File: config.mk
export PLATFORM = sky130hd
export DESIGN_NAME = lowest_power_free_machine_dispatcher_core
export DESIGN_NICKNAME = d
export VERILOG_FILES = /design/src/sv/lpfmd_pkg.sv /design/src/sv/lowest_power_free_machine_dispatcher_core.sv
export SDC_FILE = /design/constraint.sdc
export NUM_CORES = 2
export LEC_CHECK = 0
export BUFFER_PORTS_ARGS = -buffer_cell sky130_fd_sc_hd__buf_2
export CAP_MARGIN = 20
export CORE_MARGIN = 1
export CORE_UTILIZATION = 55
export CTS_BUF_LIST = sky130_fd_sc_hd__clkbuf_8
export DETAILED_ROUTE_END_ITERATION = 16
export GPL_ROUTABILITY_DRIVEN = 0
export PLACE_DENSITY_LB_ADDON = 0.12
export REMOVE_ABC_BUFFERS = 1
export SYNTH_ARGS = -nofsm -noshare
export SYNTH_HDL_FRONTEND = slang
export SYNTH_SLANG_ARGS = --single-unit
File: constraint.sdc
create_clock -name clk -period 6.9 [get_ports clk]
set_input_delay 0.69 -clock clk [delete_from_list [all_inputs] [get_ports clk]]
set_output_delay 0.69 -clock clk [all_outputs]
set_load 0.02 [all_outputs]
File: src/sv/lpfmd_pkg.sv
`timescale 1ns / 1ps
package lpfmd_pkg;
  localparam int TimeW = 48;
  localparam int PowerW = 16;
  localparam int DurW = 16;
  localparam int IdxW = 4;
  localparam int ArrW = 32;
  localparam logic [TimeW-1:0] TimeMax = {TimeW{1'b1}};

  localparam logic OpLoad = 1'b0;
  localparam logic OpTask = 1'b1;

  typedef enum logic [2:0] {
    StIdle,
    StScan,
    StPick,
    StWrite,
    StOut
  } state_t;
endpackage

File: src/sv/lowest_power_free_machine_dispatcher_core.sv
`timescale 1ns / 1ps
// channel | dir | tdata fields (low bit up)                                  | tuser
// s_axis  | in  | machine_index[3:0] power[19:4] enable[20] task_duration[36:21] | operation
// m_axis  | out | assigned_machine[3:0] start_at[51:4] finish_time[99:52]    | no_machine
// A load is taken without leaving StIdle; the next transaction can follow right after it.
// A task makes two passes over the memories: the first finds the earliest free time,
// the second picks the lowest-power free machine.
// A write-back state follows, then the result is held in StOut; the next input is taken
// only once the result has been accepted and the block is back in StIdle.
// Reset is synchronous; the memory holds no reset value, so a per-machine valid bit
// marks free times written since reset. A stalled result holds the block until taken.
module lowest_power_free_machine_dispatcher_core #(
  parameter int NUM_MACHINES = 16
) (
  input  logic         clk,
  input  logic         rst,
  input  logic         s_axis_tvalid,
  output logic         s_axis_tready,
  input  logic [39:0]  s_axis_tdata,  // machine_index, power, enable, task_duration
  input  logic         s_axis_tuser,  // operation
  output logic         m_axis_tvalid,
  input  logic         m_axis_tready,
  output logic [103:0] m_axis_tdata,  // assigned_machine, start_at, finish_time
  output logic         m_axis_tuser   // no_machine
);
  localparam int MW = (NUM_MACHINES > 1) ? $clog2(NUM_MACHINES) : 1;
  localparam int CW = $clog2(NUM_MACHINES + 1);
  localparam int TW = lpfmd_pkg::TimeW;

  lpfmd_pkg::state_t state, state_next;

  logic [TW-1:0] free_mem [NUM_MACHINES];
  logic [lpfmd_pkg::PowerW-1:0] pow_mem [NUM_MACHINES];
  logic [NUM_MACHINES-1:0] en_flags, written;

  logic [TW-1:0] cur_time;
  logic [lpfmd_pkg::ArrW-1:0] arrived;
  logic [lpfmd_pkg::DurW-1:0] dur;
  logic [CW-1:0] cnt;
  logic [MW-1:0] rd_idx, rd_q;
  logic rd_vld;
  logic [TW-1:0] rd_free;
  logic [lpfmd_pkg::PowerW-1:0] rd_pow;
  logic any, found;
  logic [TW-1:0] earliest, now;
  logic [MW-1:0] best;
  logic [lpfmd_pkg::PowerW-1:0] best_pow;
  logic [TW-1:0] fin;
  logic [TW:0] sum;
  logic pass2;

  logic [lpfmd_pkg::IdxW-1:0] in_idx;
  assign in_idx = s_axis_tdata[3:0];
  logic in_ok;
  assign in_ok = ({{(32-lpfmd_pkg::IdxW){1'b0}}, in_idx} < 32'(NUM_MACHINES));
  logic [MW-1:0] in_m;
  assign in_m = MW'(in_idx);

  assign s_axis_tready = (state == lpfmd_pkg::StIdle) && !rst;
  logic acc;
  assign acc = s_axis_tvalid && s_axis_tready;

  assign rd_idx = MW'(cnt);

  always_ff @(posedge clk) begin
    if (acc && s_axis_tuser == lpfmd_pkg::OpLoad && in_ok)
      pow_mem[in_m] <= s_axis_tdata[19:4];
    if (state == lpfmd_pkg::StWrite && found)
      free_mem[best] <= fin;
    rd_free <= free_mem[rd_idx];
    rd_pow <= pow_mem[rd_idx];
    rd_q <= rd_idx;
  end

  logic [TW-1:0] f_val;
  assign f_val = written[rd_q] ? rd_free : '0;
  logic cand_en;
  assign cand_en = rd_vld && en_flags[rd_q];

  // base time after first pass
  logic [TW-1:0] base;
  assign base = (cur_time < TW'(arrived)) ? TW'(arrived) : cur_time;
  assign sum = {1'b0, now} + {{(TW+1-lpfmd_pkg::DurW){1'b0}}, dur};
  assign fin = sum[TW] ? lpfmd_pkg::TimeMax : sum[TW-1:0];

  always_comb begin
    state_next = state;
    unique case (state)
      lpfmd_pkg::StIdle:
        if (acc && s_axis_tuser == lpfmd_pkg::OpTask) state_next = lpfmd_pkg::StScan;
      lpfmd_pkg::StScan:
        if (!rd_vld && cnt == CW'(NUM_MACHINES)) state_next = lpfmd_pkg::StPick;
      lpfmd_pkg::StPick:
        if (!rd_vld && cnt == CW'(NUM_MACHINES)) state_next = lpfmd_pkg::StWrite;
      lpfmd_pkg::StWrite: state_next = lpfmd_pkg::StOut;
      lpfmd_pkg::StOut:
        if (m_axis_tready) state_next = lpfmd_pkg::StIdle;
      default: state_next = lpfmd_pkg::StIdle;
    endcase
  end

  always_comb begin
    m_axis_tvalid = (state == lpfmd_pkg::StOut);
  end
  assign pass2 = (state == lpfmd_pkg::StPick);

  always_ff @(posedge clk) begin
    if (rst) begin
      state <= lpfmd_pkg::StIdle;
      en_flags <= '0;
      written <= '0;
      cur_time <= '0;
      arrived <= '0;
      cnt <= '0;
      rd_vld <= 1'b0;
      m_axis_tuser <= 1'b0;
      m_axis_tdata <= '0;
    end else begin
      state <= state_next;
      rd_vld <= 1'b0;
      if (acc) begin
        if (s_axis_tuser == lpfmd_pkg::OpLoad) begin
          if (in_ok) en_flags[in_m] <= s_axis_tdata[20];
        end else begin
          dur <= s_axis_tdata[36:21];
          cnt <= '0;
          any <= 1'b0;
        end
      end
      if (state == lpfmd_pkg::StScan || state == lpfmd_pkg::StPick) begin
        if (cnt != CW'(NUM_MACHINES)) begin
          cnt <= cnt + 1'b1;
          rd_vld <= 1'b1;
        end
        if (cand_en) begin
          if (!pass2) begin
            if (!any || f_val < earliest) earliest <= f_val;
            any <= 1'b1;
          end else if (f_val <= now && (!found || rd_pow < best_pow)) begin
            best <= rd_q;
            best_pow <= rd_pow;
            found <= 1'b1;
          end
        end
        if (state == lpfmd_pkg::StScan && state_next == lpfmd_pkg::StPick) begin
          now <= (earliest > base) ? earliest : base;
          cnt <= '0;
          found <= 1'b0;
        end
      end
      if (state == lpfmd_pkg::StWrite) begin
        arrived <= arrived + 1'b1;
        if (found) begin
          cur_time <= now;
          written[best] <= 1'b1;
          m_axis_tdata <= {4'b0, fin, now, lpfmd_pkg::IdxW'(best)};
          m_axis_tuser <= 1'b0;
        end else begin
          m_axis_tdata <= '0;
          m_axis_tuser <= 1'b1;
        end
      end
    end
  end
endmodule

# Word level (Yosys, flattened, before mapping)
# Memory sizes are Yosys's and may differ from the RTL's. A register that Yosys moved wholly into a read port is not among the register bits.
# Index checks and enable logic that the tools add are counted.
[word_totals]
regBits = 364
ram_bits = 1024
out_inout_bits = 107
n_memories = 2
[mem_list]
columns = ["memory", "depth", "word_bits", "read_ports", "rd_clocked_by_memory_dff", "write_ports", "line", "rtl"]
rows = [
  ["free_mem", 16, 48, 1, 1, 1, "lowest_power_free_machine_dispatcher_core.sv:32", "logic [TW-1:0] free_mem [NUM_MACHINES];"],
  ["pow_mem", 16, 16, 1, 1, 1, "lowest_power_free_machine_dispatcher_core.sv:33", "logic [lpfmd_pkg::PowerW-1:0] pow_mem [NUM_MACHINES];"],
]
[classes]
eq_ne = 7
bitwise_logic = 5
addsub = 3
mux = 38
n_reduce_logical = 30
magnitude_cmp = 10
[op_table]
columns = ["op", "n"]
rows = [
  ["$mux 48", 4],
  ["$mux 100", 1],
  ["$add 48x16->49", 1],
  ["$gt 48x48->1", 1],
  ["$le 48x48->1", 1],
  ["$lt 48x32->1", 1],
  ["$lt 48x48->1", 1],
  ["$add 32x1->32 const B", 1],
  ["$mux 5", 5],
  ["$mux 1", 18],
  ["$bwmux 16", 1],
  ["$lt 16x16->1", 1],
  ["$or 16x16->16", 1],
  ["$lt 4x5->1 const B", 3],
  ["$pmux 3 s5", 1],
  ["$reduce_and 5->1", 3],
  ["$mux 3", 4],
  ["$logic_and 1x1->1", 11],
  ["$eq 3x2->1 const B", 3],
  ["$bmux 1 s4", 2],
  ["$demux 1 s4", 2],
  ["$ge 4x1->1 const B", 2],
  ["$reduce_and 3->1", 2],
  ["$reduce_bool 2->1", 3],
  ["11 further kinds", 20],
]

# Logic depth before layout (Yosys ltp)
[depth]
ltp_word = 10
ltp_mapped = 22

# Least setup slack after synthesis
# No wires, ideal clock.
[synth_path]
path_kind = "register -> register"
startpoint = "reg rd_q[0]"
endpoint = "reg earliest[0] (enable)"
path_buffers = 3
setup_time_ns = 0.470
path_stages_with_launch = 18
synth_period_minus_slack_ns = 6.357
arrival_time_ns = 5.888
required_ns = 6.430
setup_slack_ns = 0.543
path_cell_list = "dfxtp_1 -> buf_2 -> mux4_2 -> nor2b_1 -> a211oi_1 -> a21oi_1 -> clkbuf_1 -> clkbuf_1 -> and2_1 -> ha_1 -> a21oi_1 -> o21ai_0 -> a221oi_1 -> o21ai_0 -> a31oi_1 -> a21boi_0 -> or4_1 -> a21oi_1"
[synth_via]
elab_chain_len = 6
[synth_lines]
columns = ["item", "line", "rtl"]
rows = [
  ["start, declared", "lowest_power_free_machine_dispatcher_core.sv:40", "logic [MW-1:0] rd_idx, rd_q;"],
  ["start signal, assigned", "lowest_power_free_machine_dispatcher_core.sv:72", "rd_q <= rd_idx;"],
  ["$bmux 1 s4", "lowest_power_free_machine_dispatcher_core.sv:76", "assign f_val = written[rd_q] ? rd_free : '0;"],
  ["$mux 1 (not written as such)", "lowest_power_free_machine_dispatcher_core.sv:76", ""],
  ["$mux 48", "lowest_power_free_machine_dispatcher_core.sv:76", ""],
  ["named net f_val[27]", "lowest_power_free_machine_dispatcher_core.sv:75", "logic [TW-1:0] f_val;"],
  ["$lt 48x48->1", "lowest_power_free_machine_dispatcher_core.sv:137", "if (!any || f_val < earliest) earliest <= f_val;"],
  ["$logic_or 1x1->1", "lowest_power_free_machine_dispatcher_core.sv:137", ""],
  ["$reduce_and 5->1 (no line)", "-", ""],
  ["end signal, assigned", "lowest_power_free_machine_dispatcher_core.sv:137", ""],
  ["end, declared", "lowest_power_free_machine_dispatcher_core.sv:45", "logic [TW-1:0] earliest, now;"],
]
# The timed path passes the listed nets, and every way through them passes these cells. The select of a mux whose other input is x is not followed.
# A chain may end at the register's enable or synchronous reset.

# Worst setup path after layout
[layout_path]
startpoint = "reg rd_q[0]"
endpoint = "reg earliest[37] (enable)"
# Same word-level chain as after synthesis.

==> results <==
- The width of the chip is 331 um.
- After the first detailed-routing iteration, the DRC count stood at 3103.
- The die is 331 um tall.
- The synthesis-to-finish area growth is 12.3%.
- The post-detailed-route count of antenna-violating nets is 0.
- The pre-CTS worst setup slack is 888 ps.
- For this block, the routed nets add up to 152000 um of wire.
- In the synthesized netlist the async set-or-reset flop fraction comes to 0.
- The clock passes through at most 3 buffers.
- Counting flops with a built-in enable in the synthesized netlist gives 1158.
- The critical path start-end classification is register to register.
- The number of antenna violations at the first check in global routing is 7.
- STA classifies the critical path endpoint as a register.
- The mapped netlist covers 59400 sq um.
- The library cell used most frequently in the layout, excluding fill and tap cells, is sky130_fd_sc_hd__edfxtp_1.
- Clock skew on the completed layout was measured at 60.0 ps.
- The global-route usage over all layers is 0.282.
- The number of primary I/O pins is 152.
- At the later pin of the worst-skew pair, clock insertion delay measures 920 ps.
- The run finished with clean final reports.
- At the end of the flow the core is filled with cells to 0.624.
- Dividing the final minimum period by the clock period gives 0.873.
- The instance count of the mapped netlist is 3642.
- The power density normalized to cell area is 249 nW/um^2.
- The global-route congestion overflow total is 0.
- The highest attainable clock frequency is 0.166 GHz.
- The CTS root buffer is sky130_fd_sc_hd__clkbuf_8.
- The wire-length estimate of the detail-placed layout is 94200 um.
- The die covers 109000 sq um.
- Sorting the synthesized cells by area gives the leading types as sky130_fd_sc_hd__edfxtp_1 59%, sky130_fd_sc_hd__mux4_2 12%, sky130_fd_sc_hd__dfxtp_1 9.8%.
- Setup repair after global routing left no endpoint under its margin.
- Row generation in the floorplan step produced 120 rows.
- The share of the Yosys chip area taken by registers is 0.683.
- For the finished layout, the period the worst path requires is 6020 ps.
- For the final routed database, the setup TNS stands at 0 ps.
- The fraction of final layout cells sized beyond drive strength 1 is 0.218.
- The length of the first detailed-routing pass in iterations is 5.
- Of all cell types, the one taking the most synthesized area is sky130_fd_sc_hd__edfxtp_1.
- The number of different library cells used by synthesis comes to 71.
- The kind of start point of the critical path is a register.
- The number of buffer cells added on primary ports is 144.
- After detailed routing, the average wire length per cell comes to 27.3 um.
- The synthesis warning total is 0.
- The worst setup margin is 879 ps.
- The top cell types in the final layout, fill and taps aside, are 1158 x sky130_fd_sc_hd__edfxtp_1, 329 x sky130_fd_sc_hd__mux4_2, 286 x sky130_fd_sc_hd__dfxtp_1, 277 x sky130_fd_sc_hd__nand2_1, 260 x sky130_fd_sc_hd__inv_1.
- The per-instance average area after synthesis is 16.3 sq um.
- The starting density of the core is 0.555.
- The largest driver fanout on the critical path is 32.
- After layout, the design draws a total of 16600 uW.
- In the final design database the tool counted 4208 nets.
- The via density per instance is 6.11.
- The area of the core region is 107000 sq um.
- Across all hold checks on the routed design, the worst slack comes to 164 ps.
- The via count of the routed design is 33983.
- The worst pin sits at a relative slew slack of 0.274.
- The tree built by TritonCTS fans out to 1448 sinks.
- In this run the static leakage power is 0.0234 uW.
- The clock tree from TritonCTS is yes.
- The clock tree synthesis step divided the H-tree into 4 levels.
- The number of buffers added for setup after CTS is 0.
- The DRC violations left is 0.
- The wire length of the first global-routing pass is 222000 um.
- For the worst setup path, the data arrival time is 6600 ps.
- In this run the worst hold path is classified as primary input to register.
- The clock transition at the registers of the reported paths is 60 ps.
- Entering global routing, the biggest net connects 141 pins.
- The via count of the first global-routing pass is 35050.
- The worst path required time is 7480 ps.
- The dominant synthesized flop cell is sky130_fd_sc_hd__edfxtp_1.
- The flip-flop and latch count after synthesis is 1448.
- The tool flagged a number of max-cap violations equal to 0.
- The TritonCTS buffer count is 221.
- The total setup violations reported at the end of the flow is 0.
- The final hold violation count came to 0.
- The worst IR drop on VDD is 208 uV.
- The final number of max-transition violations is 0.
- At the pin with the least slew margin, the transition time is 1080 ps.
- The share of synthesized area in the top cell type comes to 0.585.
[cell families (layout without fill, tap and decap cells)]
logic type	after synthesis	count (layout)	synth area share
buffers and inverters	328	835	0.0215
other	1	11	0.0000631
and+or+nand+nor	730	730	0.0574
muxes	419	419	0.140
AOI/OAI and AO/OA	453	453	0.0464
DFF	1448	1448	0.683
adders and majority gates	209	209	0.0441
xor gates and xnor gates	54	54	0.00796
[flip-flops by register name, indices dropped and copies added, names as in the netlist]
name / cells
pow_mem: 256
now: 48
best_pow: 16
best: 4
dur: 16
rd_pow: 16
arrived: 32
en_flags: 16
m_axis_tdata: 100
earliest: 48
written: 16
rd_q: 4
rd_vld: 1
free_mem: 768
m_axis_tuser: 1
rd_free: 48
state: 3
any: 1
found: 1
cur_time: 48
cnt: 5
[report_power, final]
| group | internal (uW) | switching [uW] | total [uW] |
|---|---|---|---|
| registers | 9380 | 24.0 | 9400 |
| clock network | 3500 | 3340 | 6840 |
| logic | 159 | 193 | 352 |
| total | 13000 | 3550 | 16600 |
[cells in the mapped netlist, drive strengths merged, types with 38 or more instances]
cell and number:
edfxtp 1158, mux4 329, dfxtp 290, nand2 280, ha 208, inv 172
a21oi 166, nor2 166, o21ai 124, clkbuf 116, mux2i 86, and2 59
nand3 52, xnor2 44, nor3 41, buf 40, nand4 38
[area by class of cell]
class                      count  area (sq um)
clock buffer                 248          3410
inverter                     172           646
antenna                        7          17.5
sequential                  1448         40600
multi-input combinational   1869         17800
fill                        7715         40300
timing repair buffer         242          1620
tap                         1403          1760
clock inverter               173           917
[per-stage QoR]
stage	instances	instance area [sq um]
2_1_floorplan	3489	58800
3_3_place_gp	5115	62200
3_5_place_dp	5116	62200
4_1_cts	5554	66700
5_1_grt	5558	66700
6_report	5562	66800
[per-layer routing]
layer | wire, um | vias up | GRT usage
met5 | 26 | - | 0
met4 | 4470 | 4 | 0.103
met3 | 11000 | 296 | 0.0547
met2 | 75300 | 1287 | 0.471
met1 | 60800 | 17573 | 0.368
li1 | - | 14823 | -
[critical path: stages, from the launching register on]
cell,delay [ps]
sky130_fd_sc_hd__dfxtp_1,680
sky130_fd_sc_hd__mux4_2,580
sky130_fd_sc_hd__nor2b_1,140
sky130_fd_sc_hd__a211oi_1,380
sky130_fd_sc_hd__a21oi_4,200
sky130_fd_sc_hd__and2_1,290
sky130_fd_sc_hd__ha_1,310
sky130_fd_sc_hd__a21o_1,160
sky130_fd_sc_hd__a21o_1,180
sky130_fd_sc_hd__a221oi_1,420
sky130_fd_sc_hd__o21ai_0,300
sky130_fd_sc_hd__a31oi_1,240
sky130_fd_sc_hd__a21boi_0,200
sky130_fd_sc_hd__or4_1,660
sky130_fd_sc_hd__a21oi_4,570
sky130_fd_sc_hd__buf_12,290
[timing repair]
action                    4_1_cts  5_1_grt
hold buffers                   17        0
gates resized for setup         0        0
hold endpoints to repair       17        0
[final timing paths]
kind                startpoint  cells after the start  slack, ps                        end
min           s_axis_tdata[17]                      1        160  pow_mem[13][13]$_DFFE_PP_
max            rd_q[0]$_DFF_P_                     15        880     earliest[37]$_DFFE_PP_
max reg2reg    rd_q[0]$_DFF_P_                     15        880     earliest[37]$_DFFE_PP_
min reg2reg  rd_pow[9]$_DFF_P_                      0        430      best_pow[9]$_DFFE_PP_
Power figures use the tool's default switching activity.
